--- config.mk ---
export PLATFORM = sky130hd
export DESIGN_NAME = pll_divider_seek
export DESIGN_NICKNAME = d
export VERILOG_FILES = /design/src/hw/rtl/pds_pkg.sv /design/src/hw/rtl/pds_div.sv /design/src/hw/rtl/pll_divider_seek.sv
export SDC_FILE = /design/constraint.sdc
export NUM_CORES = 1
export LEC_CHECK = 0
export ABC_AREA = 1
export BUFFER_PORTS_ARGS = -buffer_cell sky130_fd_sc_hd__buf_2
export CORE_ASPECT_RATIO = 0.75
export CORE_MARGIN = 10
export CORE_UTILIZATION = 35
export DETAILED_ROUTE_END_ITERATION = 8
export HOLD_SLACK_MARGIN = 0.1
export SLEW_MARGIN = 10
export SYNTH_ARGS = -nofsm -noshare
export SYNTH_HDL_FRONTEND = slang
export SYNTH_HIERARCHICAL = 1
export SYNTH_SLANG_ARGS = --single-unit
--- constraint.sdc ---
create_clock -name i_clk -period 19.05 [get_ports i_clk]
set_clock_uncertainty 0.15 [all_clocks]
set_input_delay 0.9525 -clock i_clk [delete_from_list [all_inputs] [get_ports i_clk]]
set_output_delay 0.9525 -clock i_clk [all_outputs]
set_load 0.05 [all_outputs]
--- src/hw/rtl/pds_pkg.sv ---
`default_nettype none

package pds_pkg;

    localparam int DIV_W  = 30;
    localparam int CNT_W  = 5;
    localparam int TGT_W  = 28;
    localparam int XTAL_W = 28;
    localparam int FBI_W  = 30;
    localparam int OI_W   = 12;
    localparam int QM_W   = 2;
    localparam int POST_W = 18;

    localparam logic [DIV_W-1:0]  VCO_MIN_HZ       = 30'd600000000;
    localparam logic [DIV_W-1:0]  DIV_MAX          = 30'd2048;
    localparam logic [TGT_W-1:0]  QUARTER_ABOVE_HZ = 28'd150000000;
    localparam logic [TGT_W-1:0]  SIX_ABOVE_HZ     = 28'd100000000;
    localparam logic [TGT_W-1:0]  EIGHT_ABOVE_HZ   = 28'd75000000;
    localparam logic [TGT_W-1:0]  TARGET_LOW       = 28'd3;
    localparam logic [TGT_W-1:0]  TARGET_HIGH      = 28'd199999999;
    localparam logic [XTAL_W-1:0] XTAL_RESET       = 28'd25000000;
    localparam logic [QM_W-1:0]   QUARTER_CODE     = 2'd3;
    localparam logic [QM_W-1:0]   NORMAL_CODE      = 2'd0;
    localparam logic [OI_W-1:0]   DIV_QUARTER      = 12'd4;
    localparam logic [OI_W-1:0]   DIV_SIX          = 12'd6;
    localparam logic [OI_W-1:0]   DIV_EIGHT        = 12'd8;

    typedef struct packed {
        logic             start;
        logic [DIV_W-1:0] dividend;
        logic [DIV_W-1:0] divisor;
    } t_div_req;

    typedef struct packed {
        logic             done;
        logic [DIV_W-1:0] quot;
        logic [DIV_W-1:0] rem;
    } t_div_rsp;

endpackage

`default_nettype wire

--- src/hw/rtl/pds_div.sv ---
`default_nettype none

module pds_div (
    input  wire logic              i_clk,
    input  wire logic              i_rst_n,
    input  wire pds_pkg::t_div_req i_req,
    output pds_pkg::t_div_rsp      o_rsp
);
    import pds_pkg::*;

    logic             r_busy;
    logic             r_done;
    logic [CNT_W-1:0] r_cnt;
    logic [DIV_W-1:0] r_rem;
    logic [DIV_W-1:0] r_quot;
    logic [DIV_W-1:0] r_dvs;
    logic [DIV_W:0]   trial;
    logic [DIV_W:0]   diff;
    logic             ge;

    assign trial = {r_rem, r_quot[DIV_W-1]};
    assign diff  = trial - {1'b0, r_dvs};
    assign ge    = (trial >= {1'b0, r_dvs});

    always_ff @(posedge i_clk) begin
        if (!i_rst_n) begin
            r_busy <= 1'b0;
            r_done <= 1'b0;
            r_cnt  <= '0;
        end else begin
            r_done <= 1'b0;
            if (i_req.start) begin
                r_busy <= 1'b1;
                r_cnt  <= '0;
            end else if (r_busy) begin
                r_cnt <= r_cnt + CNT_W'(1);
                if (r_cnt == CNT_W'(DIV_W - 1)) begin
                    r_busy <= 1'b0;
                    r_done <= 1'b1;
                end
            end
        end
    end

    // one quotient bit per cycle, restoring
    always_ff @(posedge i_clk) begin
        if (i_req.start) begin
            r_quot <= i_req.dividend;
            r_rem  <= '0;
            r_dvs  <= i_req.divisor;
        end else if (r_busy) begin
            r_rem  <= ge ? diff[DIV_W-1:0] : trial[DIV_W-1:0];
            r_quot <= {r_quot[DIV_W-2:0], ge};
        end
    end

    assign o_rsp.done = r_done;
    assign o_rsp.quot = r_quot;
    assign o_rsp.rem  = r_rem;

    a_no_restart: assert property (@(posedge i_clk) disable iff (!i_rst_n)
        i_req.start |-> !r_busy)
        else $error("divider restarted while busy");

    a_done_after_busy: assert property (@(posedge i_clk) disable iff (!i_rst_n)
        r_done |-> ($past(r_busy) && !r_busy))
        else $error("divider done without a run");

    a_rem_below: assert property (@(posedge i_clk) disable iff (!i_rst_n)
        (r_done && r_dvs != '0) |-> (r_rem < r_dvs))
        else $error("remainder not below divisor");

endmodule

`default_nettype wire

--- src/hw/rtl/pll_divider_seek.sv ---
// pll_divider_seek
// Computes clock synthesizer divider settings for a wanted output frequency.
// Input channel: i_valid / o_ready carry one word, i_target_hz in hertz.
// Output channel: o_valid / i_ready carry one result word on the o_* fields.
// Configuration: i_cfg_we writes i_cfg_wdata into the crystal frequency
// register; write it only while no word is in flight. A value of 0 acts as 1.
// Work: a word takes s output divider trials (1 to 18, none above 75 MHz)
// and g gcd remainder steps (at most about 41), each one division. Every division
// runs on one shared 30-bit restoring divider at one quotient bit per cycle;
// an out-of-range target skips the divider.
// Throughput: one word at a time; o_ready is low while a word is computed.
// The finished result sits in an output register, so the next word is taken
// while it waits; if the receiver still stalls when the next result is done,
// the block holds that result until the register frees up.
// Reset (synchronous, active low) empties the block and sets the crystal
// register to 25000000.
`default_nettype none

module pll_divider_seek (
    input  wire logic                        i_clk,
    input  wire logic                        i_rst_n,
    input  wire logic                        i_cfg_we,
    input  wire logic [pds_pkg::XTAL_W-1:0]  i_cfg_wdata,
    input  wire logic                        i_valid,
    output logic                             o_ready,
    input  wire logic [pds_pkg::TGT_W-1:0]   i_target_hz,
    output logic                             o_valid,
    input  wire logic                        i_ready,
    output logic [pds_pkg::FBI_W-1:0]        o_feedback_integer,
    output logic [pds_pkg::XTAL_W-1:0]       o_feedback_numerator,
    output logic [pds_pkg::XTAL_W-1:0]       o_feedback_denominator,
    output logic [pds_pkg::OI_W-1:0]         o_output_integer,
    output logic                             o_output_numerator,
    output logic                             o_output_denominator,
    output logic [pds_pkg::QM_W-1:0]         o_quarter_mode,
    output logic [pds_pkg::POST_W-1:0]       o_post_divider,
    output logic                             o_range_error
);
    import pds_pkg::*;

    typedef enum logic [7:0] {
        S_IDLE = 8'b0000_0001,
        S_SEEK = 8'b0000_0010,
        S_MUL  = 8'b0000_0100,
        S_FB   = 8'b0000_1000,
        S_GCD  = 8'b0001_0000,
        S_RNUM = 8'b0010_0000,
        S_RDEN = 8'b0100_0000,
        S_OUT  = 8'b1000_0000
    } t_state;

    t_state              r_state;
    t_state              n_state;
    logic [XTAL_W-1:0]   r_crystal_hz;
    logic [XTAL_W-1:0]   xtal;
    logic                r_start;
    logic                r_err;
    logic [TGT_W-1:0]    r_d;
    logic [POST_W-1:0]   r_post;
    logic [OI_W-1:0]     r_div;
    logic [OI_W-1:0]     r_out_int;
    logic [QM_W-1:0]     r_quarter;
    logic [FBI_W-1:0]    r_vco;
    logic [FBI_W-1:0]    r_fb_int;
    logic [XTAL_W-1:0]   r_num;
    logic [XTAL_W-1:0]   r_den;
    logic [XTAL_W-1:0]   r_a;
    logic [XTAL_W-1:0]   r_b;
    logic                r_out_valid;
    logic [TGT_W+OI_W-1:0] prod;
    logic                accept;
    logic                in_range;
    logic                out_free;
    t_div_req            div_req;
    t_div_rsp            div_rsp;

    assign xtal     = (r_crystal_hz == '0) ? XTAL_W'(1) : r_crystal_hz;
    assign accept   = i_valid && o_ready;
    assign in_range = (i_target_hz >= TARGET_LOW) && (i_target_hz <= TARGET_HIGH);
    assign out_free = !r_out_valid || i_ready;
    assign prod     = r_d * r_div;
    assign o_ready  = (r_state == S_IDLE);

    pds_div u_div (
        .i_clk   (i_clk),
        .i_rst_n (i_rst_n),
        .i_req   (div_req),
        .o_rsp   (div_rsp)
    );

    always_comb begin
        div_req.start    = r_start;
        div_req.dividend = VCO_MIN_HZ;
        div_req.divisor  = DIV_W'(r_d);
        case (r_state)
            S_FB: begin
                div_req.dividend = r_vco;
                div_req.divisor  = DIV_W'(xtal);
            end
            S_GCD: begin
                div_req.dividend = DIV_W'(r_a);
                div_req.divisor  = DIV_W'(r_b);
            end
            S_RNUM: begin
                div_req.dividend = DIV_W'(r_num);
                div_req.divisor  = DIV_W'(r_a);
            end
            S_RDEN: begin
                div_req.dividend = DIV_W'(xtal);
                div_req.divisor  = DIV_W'(r_a);
            end
            default: begin
                div_req.dividend = VCO_MIN_HZ;
                div_req.divisor  = DIV_W'(r_d);
            end
        endcase
    end

    always_comb begin
        n_state = r_state;
        case (r_state)
            S_IDLE: begin
                if (accept) begin
                    if (!in_range) begin
                        n_state = S_OUT;
                    end else if (i_target_hz > EIGHT_ABOVE_HZ) begin
                        n_state = S_MUL;
                    end else begin
                        n_state = S_SEEK;
                    end
                end
            end
            S_SEEK: begin
                if (div_rsp.done && div_rsp.quot < DIV_MAX) begin
                    n_state = S_MUL;
                end
            end
            S_MUL:  n_state = S_FB;
            S_FB: begin
                if (div_rsp.done) begin
                    n_state = S_GCD;
                end
            end
            S_GCD: begin
                if (div_rsp.done && div_rsp.rem == '0) begin
                    n_state = S_RNUM;
                end
            end
            S_RNUM: begin
                if (div_rsp.done) begin
                    n_state = S_RDEN;
                end
            end
            S_RDEN: begin
                if (div_rsp.done) begin
                    n_state = S_OUT;
                end
            end
            S_OUT: begin
                if (out_free) begin
                    n_state = S_IDLE;
                end
            end
            default: n_state = S_IDLE;
        endcase
    end

    always_ff @(posedge i_clk) begin
        if (!i_rst_n) begin
            r_state      <= S_IDLE;
            r_start      <= 1'b0;
            r_out_valid  <= 1'b0;
            r_crystal_hz <= XTAL_RESET;
        end else begin
            r_state <= n_state;
            r_start <= 1'b0;
            if (i_cfg_we) begin
                r_crystal_hz <= i_cfg_wdata;
            end
            if (r_state == S_IDLE && accept && in_range
                    && i_target_hz <= EIGHT_ABOVE_HZ) begin
                r_start <= 1'b1;
            end
            if (div_rsp.done) begin
                case (r_state)
                    S_SEEK:  r_start <= (div_rsp.quot >= DIV_MAX);
                    S_FB:    r_start <= 1'b1;
                    S_GCD:   r_start <= 1'b1;
                    S_RNUM:  r_start <= 1'b1;
                    default: r_start <= 1'b0;
                endcase
            end
            if (r_state == S_MUL) begin
                r_start <= 1'b1;
            end
            if (r_state == S_OUT && out_free) begin
                r_out_valid <= 1'b1;
            end else if (i_ready) begin
                r_out_valid <= 1'b0;
            end
        end
    end

    always_ff @(posedge i_clk) begin
        case (r_state)
            S_IDLE: begin
                if (accept) begin
                    r_err     <= !in_range;
                    r_d       <= i_target_hz;
                    r_post    <= POST_W'(1);
                    r_quarter <= NORMAL_CODE;
                    if (i_target_hz > QUARTER_ABOVE_HZ) begin
                        r_quarter <= QUARTER_CODE;
                        r_div     <= DIV_QUARTER;
                        r_out_int <= '0;
                    end else if (i_target_hz > SIX_ABOVE_HZ) begin
                        r_div     <= DIV_SIX;
                        r_out_int <= DIV_SIX;
                    end else begin
                        r_div     <= DIV_EIGHT;
                        r_out_int <= DIV_EIGHT;
                    end
                end
            end
            S_SEEK: begin
                if (div_rsp.done) begin
                    if (div_rsp.quot >= DIV_MAX) begin
                        r_d    <= {r_d[TGT_W-2:0], 1'b0};
                        r_post <= {r_post[POST_W-2:0], 1'b0};
                    end else begin
                        r_div     <= div_rsp.quot[OI_W-1:0] + OI_W'(1);
                        r_out_int <= div_rsp.quot[OI_W-1:0] + OI_W'(1);
                    end
                end
            end
            S_MUL: r_vco <= prod[FBI_W-1:0];
            S_FB: begin
                if (div_rsp.done) begin
                    r_fb_int <= div_rsp.quot;
                    r_num    <= div_rsp.rem[XTAL_W-1:0];
                    r_a      <= div_rsp.rem[XTAL_W-1:0];
                    r_b      <= xtal;
                end
            end
            S_GCD: begin
                if (div_rsp.done) begin
                    r_a <= r_b;
                    r_b <= div_rsp.rem[XTAL_W-1:0];
                end
            end
            S_RNUM: begin
                if (div_rsp.done) begin
                    r_num <= div_rsp.quot[XTAL_W-1:0];
                end
            end
            S_RDEN: begin
                if (div_rsp.done) begin
                    r_den <= div_rsp.quot[XTAL_W-1:0];
                end
            end
            S_OUT: begin
                if (out_free) begin
                    o_range_error          <= r_err;
                    o_feedback_integer     <= r_err ? '0 : r_fb_int;
                    o_feedback_numerator   <= r_err ? '0 : r_num;
                    o_feedback_denominator <= r_err ? '0 : r_den;
                    o_output_integer       <= r_err ? '0 : r_out_int;
                    o_output_denominator   <= !r_err;
                    o_quarter_mode         <= r_err ? NORMAL_CODE : r_quarter;
                    o_post_divider         <= r_err ? '0 : r_post;
                end
            end
            default: r_vco <= r_vco;
        endcase
    end

    assign o_valid            = r_out_valid;
    assign o_output_numerator = 1'b0;

    a_start_in_work: assert property (@(posedge i_clk) disable iff (!i_rst_n)
        r_start |-> (r_state != S_IDLE && r_state != S_OUT && r_state != S_MUL))
        else $error("division started outside a division step");

    a_out_loaded: assert property (@(posedge i_clk) disable iff (!i_rst_n)
        (r_state == S_OUT && out_free) |=> (o_valid && r_state == S_IDLE))
        else $error("finished result not posted");

    a_no_accept_busy: assert property (@(posedge i_clk) disable iff (!i_rst_n)
        (r_state != S_IDLE) |-> !accept)
        else $error("word taken during computation");

endmodule

`default_nettype wire

==> flow_summary.yaml, run 1 <==
floorplan:
  start_util: 0.3519
  dieWidth_um: 369.6
  row_count: 96
  die-area_um2: 104300
  pin_count: 184
  core_um2: 91170
  dieHeight_um: 282.2
clocking:
  cts_tree: "built"
  htree_levels: 2
  cts_root_buf: "clkbuf_16"
  clk_pin_slew_worst_paths_ps: 70
  hold_buffers: 0
  clock_path_buffers: 3
  cts_sinks: 487
  clkLatencyLatePin_ps: 640
  numCtsBuffers: 49
  post_cts_buffers: 0
  cts.repair.resized: 0
status:
  outcome: "completed"
min_path:
  min_to: "u_div/r_cnt[4]"
  min_path_type: "register to register"
  min_path_cells: 1
  holdCritStartpoint: "u_div/r_cnt[4]"
timing:
  min_period_ps: 5894
  final-max-slew-violation-count: 0
  period_share: 0.3094
  worst_pin_slew_ps: 1219
  slew_headroom: 0.1876
  rsz0062_at_grt: "false"
  hold_viol_final: 0
  setup_viol: 0
  holdWs_ps: 343.8
  clock.fmax_mhz: 169.7
  fin_setup_tns_ps: 0
setup_path:
  rrSetupSlack_ps: 13160
  endpoint_kind: "register"
  cp_common_cell: "fa_1"
  arrival_ps: 6180
  r2r-start: "r_div[4]"
  reg2regPathDepth: 15
  startpoint_type: "register"
  slowest_stage: "edfxtp_1"
  cpPeakStageDelay_ps: 1120
  crit_required_ps: 19330
  path_delay_family: "adder cells"
  r2r-end: "r_vco[20]"
  cp_max_fo: 27
  worstSetupPathType: "register to register"
  cp_cell_sequence: "nand2_1, fa_1, fa_1, inv_1, fa_1, fa_1, inv_1, fa_1, inv_1, ha_1, a21o_1, a21boi_0, nand3_1, a21o_1, xor2_1"
  cp.buffers_inverters: 3
routing:
  via_count: 25161
  wl_um: 100500
  wire_per_inst_um: 19.53
  drc: 0
  final_antenna_net_count: 0
  drtPass1Iterations: 5
  drt_iter0_drc: 2433
  viasPerCell: 4.887
cells_and_area:
  fillCellCount: 9271
  syn_to_final_growth_pct: 11.42
  nets: 4247
  antenna_cells: 0
  drive_gt1_frac: 0.08843
synthesis:
  synth.distinct_cells: 52
  netlist_instances: 3770
  syn_area_per_cell_um2: 8.510
  yosysWarnings: 6
  ys.flop_type: "edfxtp_1"
  ys_ff_latch: 487
  netlist_area_um2: 32080
  ys_async_sr_fraction: 0
  synth-edff-count: 412
  seq_area_frac_synth: 0.4324
grt:
  antenna_found_initial: 9
  grt_use_total: 0.1883
  grt_pass1_wl_um: 150600
  grt_overflow_total: 0
  grt_max_degree: 88
  grt_pass1_vias: 24410
flow_run:
  drv_cap: 0
placed_design:
  gp_congestion: 0.9213
  dpl.hpwl_um: 76190
  portBuffers: 182
==> per-stage QoR <==
| stage | setup WS (ps) | instances | utilization | instance area, um2 |
|---|---|---|---|---|
| global placement | 13190 | 5058 | 0.3739 | 34090 |
| finish | 13160 | 5149 | 0.3921 | 35750 |
| detailed placement | 13170 | 5058 | 0.3739 | 34090 |
| CTS | 13180 | 5149 | 0.3921 | 35750 |
| global route | 12760 | 5149 | 0.3921 | 35750 |
| floorplan | 12320 | 3772 | - | 32090 |
==> layout make-up <==
class	instances	area [um2]	area share
flip-flops and latches	487	13870	0.3881
clock buffers	62	1355	0.03791
repair buffers	207	1099	0.03073
well taps	1225	1533	0.04288
inverters	787	2957	0.08271
clock inverters	29	306.5	0.008575
multi-input cells	2352	14620	0.4091
==> state kept, by name (all words and copies together) (netlist names), 3 cells and up <==
signal	cells
u_div/r_rem	30
r_den	28
r_out_int	3
u_div/r_quot	30
u_div/r_dvs	30
o_feedback_numerator	28
o_feedback_integer	30
u_div/r_cnt	5
o_output_integer	12
r_state	8
r_crystal_hz	28
r_vco	30
r_fb_int	30
r_div	10
r_num	28
r_a	28
o_feedback_denominator	28
r_d	28
r_b	28
r_post	18
o_post_divider	18
==> cells in the final DEF (no fill, tap or decap), types with 4 or more instances in the layout <==
cell / count
a21o_1: 5
a21oi_1: 118
a221oi_1: 6
a31oi_1: 6
buf_2: 182
buf_4: 25
clkbuf_1: 5
clkbuf_16: 49
clkbuf_8: 8
clkinv_1: 4
clkinv_2: 9
clkinvlp_4: 4
dfxtp_1: 74
edfxtp_1: 412
fa_1: 219
ha_1: 83
inv_1: 779
inv_2: 7
nand2_1: 1011
nand2_2: 8
nand2_4: 5
nand3_1: 115
nand3_2: 5
nand3b_1: 7
nand4_1: 35
nor2_1: 337
nor2_2: 11
nor2_4: 8
nor3_1: 25
nor4_1: 10
o2111ai_1: 25
o211ai_1: 4
o21ai_0: 204
o21ai_1: 20
o21bai_1: 5
or2_2: 5
xnor2_1: 25
xor2_1: 22
==> routing by layer <==
metal  up-vias  track usage  part of all wire
met3       143      0.07337              0.12
li1      11946            -                 -
met1     12036       0.2561              0.43
met4         6      0.05421             0.029
met2      1030       0.2746              0.42
met5         -     0.007498            0.0014
==> worst reg2reg max path: cells and delay by family, from the launching register on <==
family,cells,cell delay [ps]
xor+xnor,1,290
fa+ha+maj,6,2970
simple gates,2,380
flops,1,1120
buf+inv,3,150
compound gates,3,670
==> cells in the mapped netlist, types with 3 or more instances <==
library cell	n	share of area
xnor2_1	25	0.0068
nor2_4	6	0.0021
nand2_2	7	0.0014
xor2_1	22	0.0060
nand2_1	1012	0.12
nor3_1	25	0.0039
buf_4	10	0.0023
clkbuf_1	91	0.011
nand2_4	5	0.0018
edfxtp_1	412	0.39
ha_1	83	0.032
buf_2	27	0.0042
a211oi_1	3	0.00070
nand3_1	115	0.018
nor2_2	8	0.0016
o2111ai_1	25	0.0068
nand3_2	5	0.0016
nor4_1	10	0.0019
nor2_1	342	0.040
fa_1	219	0.14
and2_1	3	0.00059
or2_2	5	0.00097
buf_6	7	0.0025
inv_1	779	0.091
o21bai_1	5	0.0012
buf_1	11	0.0013
inv_2	7	0.00082
o211ai_1	4	0.00094
nand4_1	35	0.0068
a31oi_1	6	0.0012
o21ai_0	205	0.032
a221oi_1	6	0.0016
dfxtp_1	75	0.047
a21o_1	5	0.0012
a21oi_1	118	0.018
o21ai_1	20	0.0031
nand3b_1	7	0.0016
==> worst max-delay path by stage <==
stage              from                         to  slack, ps  depth (start not counted)
2_1_floorplan   i_ready  o_feedback_denominator[0]      12320                          2
3_3_place_gp   r_div[4]                  r_vco[23]      13190                         16
3_5_place_dp   r_div[4]                  r_vco[23]      13170                         16
4_1_cts        r_div[4]                  r_vco[23]      13180                         16
5_1_grt        r_div[4]                  r_vco[23]      12760                         16
6_report       r_div[4]                  r_vco[20]      13160                         15
==> cell families (layout without fill, tap and decap cells) <==
group | after synthesis | count (layout) | share of synthesized area
AOI/OAI and AO/OA | 408 | 408 | 0.06977
xor gates and xnor gates | 47 | 47 | 0.01283
adders and majority gates | 302 | 302 | 0.1690
buffers and inverters | 933 | 1085 | 0.1131
DFF | 487 | 487 | 0.4324
other | 1 | 3 | 0.0001169
and+or+nand+nor | 1592 | 1592 | 0.2028
Power of run 1 is not shown: default switching activity piles up to over one toggle a cycle in this logic, so the estimate is an artifact.
==> inputs of run 2 (changes only) <==
Clock period 19.05 ns to 4.9 ns, I/O delays scaled along.
==> flow_summary.yaml, run 2 (same netlist as run 1, synthesis figures left out) <==
status:
  outcome: "finished, violations left"
  violations: "negative setup slack"
setup_path:
  r2r-start: "r_out_int[3]"
  slowest_stage: "fa_1"
  startpoint_type: "register"
  worstSetupPathType: "register to register"
  cp.buffers_inverters: 7
  cpPeakStageDelay_ps: 540
  cp_max_fo: 6
  arrival_ps: 5400
  cp_cell_sequence: "buf_6, buf_12, buf_4, nand2_1, fa_1, fa_1, fa_1, inv_2, fa_1, inv_2, fa_1, inv_2, ha_4, a21oi_2, o21ai_1, a21oi_1, o21ai_1, nor2_2, inv_1, nand2_1, nand2_1"
  endpoint_kind: "register"
  path_delay_family: "adder cells"
  startpoint: "r_out_int[3]"
  cp_common_cell: "fa_1"
  crit_required_ps: 5090
grt:
  grt_pass1_vias: 25869
  antenna_found_initial: 8
  grt_max_degree: 137
  top_usage_layer: "met2"
  grt_use_total: 0.1960
  grt_use_met2: 0.2871
  met1_usage: 0.2870
  grt_overflow_total: 0
  grt_util_met3: 0.05316
  grt_pass1_wl_um: 158200
cells_and_area:
  final_area_um2: 39310
  final_cell_mix: "nand2_1, inv_1, edfxtp_1"
  seq_area_um2: 13870
  final_common_cell: "nand2_1"
  nets: 4537
  antenna_cells: 0
  multi_input_area_um2: 15600
  fillCellCount: 9019
  drive_gt1_frac: 0.1707
  syn_to_final_growth_pct: 22.53
timing:
  hold_viol_final: 0
  setup_viol: 16
  final-max-slew-violation-count: 0
  period_share: 1.062
  clock.fmax_mhz: 192.1
  worst_pin_slew_ps: 1196
  rsz0062_at_grt: "true"
  worst_slack_ps: -306.0
  min_period_ps: 5206
  slew_headroom: 0.1997
floorplan:
  dieHeight_um: 282.2
  core_um2: 91170
  die-area_um2: 104300
  row_count: 96
  start_util: 0.3519
  pin_count: 184
  dieWidth_um: 369.6
min_path:
  min_path_type: "register to register"
  holdCritStartpoint: "r_state[5]"
clocking:
  htree_levels: 2
  cts_sinks: 487
  cts_root_buf: "clkbuf_16"
  clk_pin_slew_worst_paths_ps: 70
  cts_tree: "built"
  clkLatencyLatePin_ps: 600
  clock_path_buffers: 3
  numCtsBuffers: 46
routing:
  drtPass1Iterations: 6
  viasPerCell: 4.882
  wl_um: 104600
  drc: 0
  drt_iter0_drc: 2786
  wire_per_inst_um: 19.24
  final_antenna_net_count: 0
  via_count: 26542
placed_design:
  portBuffers: 182
  dpl.hpwl_um: 78460
  place_area_um2: 35560
  gp_congestion: 0.9457
flow_run:
  drv_cap: 0
==> run 2: worst paths after layout <==
check / to / slack, ps / cells after the start
worst max-delay path: r_vco[29] / -310 / 21
worst min-delay path: r_state[5] / 340 / 2
worst max register to register: r_vco[29] / -310 / 21
worst min register to register: r_state[5] / 340 / 2
==> run 2: tightest hold or removal path: stages, from the launching register on <==
cell and delay, ps:
dfxtp_1 330, nand2_1 60, a21oi_1 60
==> run 2: layout make-up <==
type / count / share of cell area
Inverter: 787 / 0.07533
Clock buffer: 56 / 0.03100
Timing Repair Buffer: 500 / 0.09777
Clock inverter: 30 / 0.007257
Tap cell: 1225 / 0.03899
Sequential cell: 487 / 0.3529
Multi-Input combinational cell: 2352 / 0.3967
==> run 2: per-layer routing <==
| layer | vias up | wire [um] |
|---|---|---|
| met5 | - | 34 |
| met4 | 6 | 2129 |
| met3 | 128 | 11240 |
| met2 | 1176 | 44030 |
| met1 | 12708 | 47170 |
| li1 | 12524 | - |
==> run 2: through the flow <==
step                      std cells  utilization  setup WS [ps]  setup TNS (ps)  hold WS (ps)
after floorplan                3772            -         -20.96          -32.75         217.3
after global placement         5215       0.3900         -334.0           -4942         311.2
after detailed placement       5215       0.3900         -373.2           -5826         315.2
after CTS                      5428       0.4269         -154.9           -1476         344.8
after global routing           5437       0.4312         -438.4           -5109         370.2
final                          5437       0.4312         -306.0           -2012         343.5
==> run 2: what timing repair did <==
item,in CTS,in global routing
buffers inserted,27,12
endpoints found under the hold margin,71,0
cloned,2,0
resized for setup,151,102
endpoints found under the setup margin,21,21
hold buffers,98,0
pin swaps,78,70
Power of run 2 is left out for the same reason.
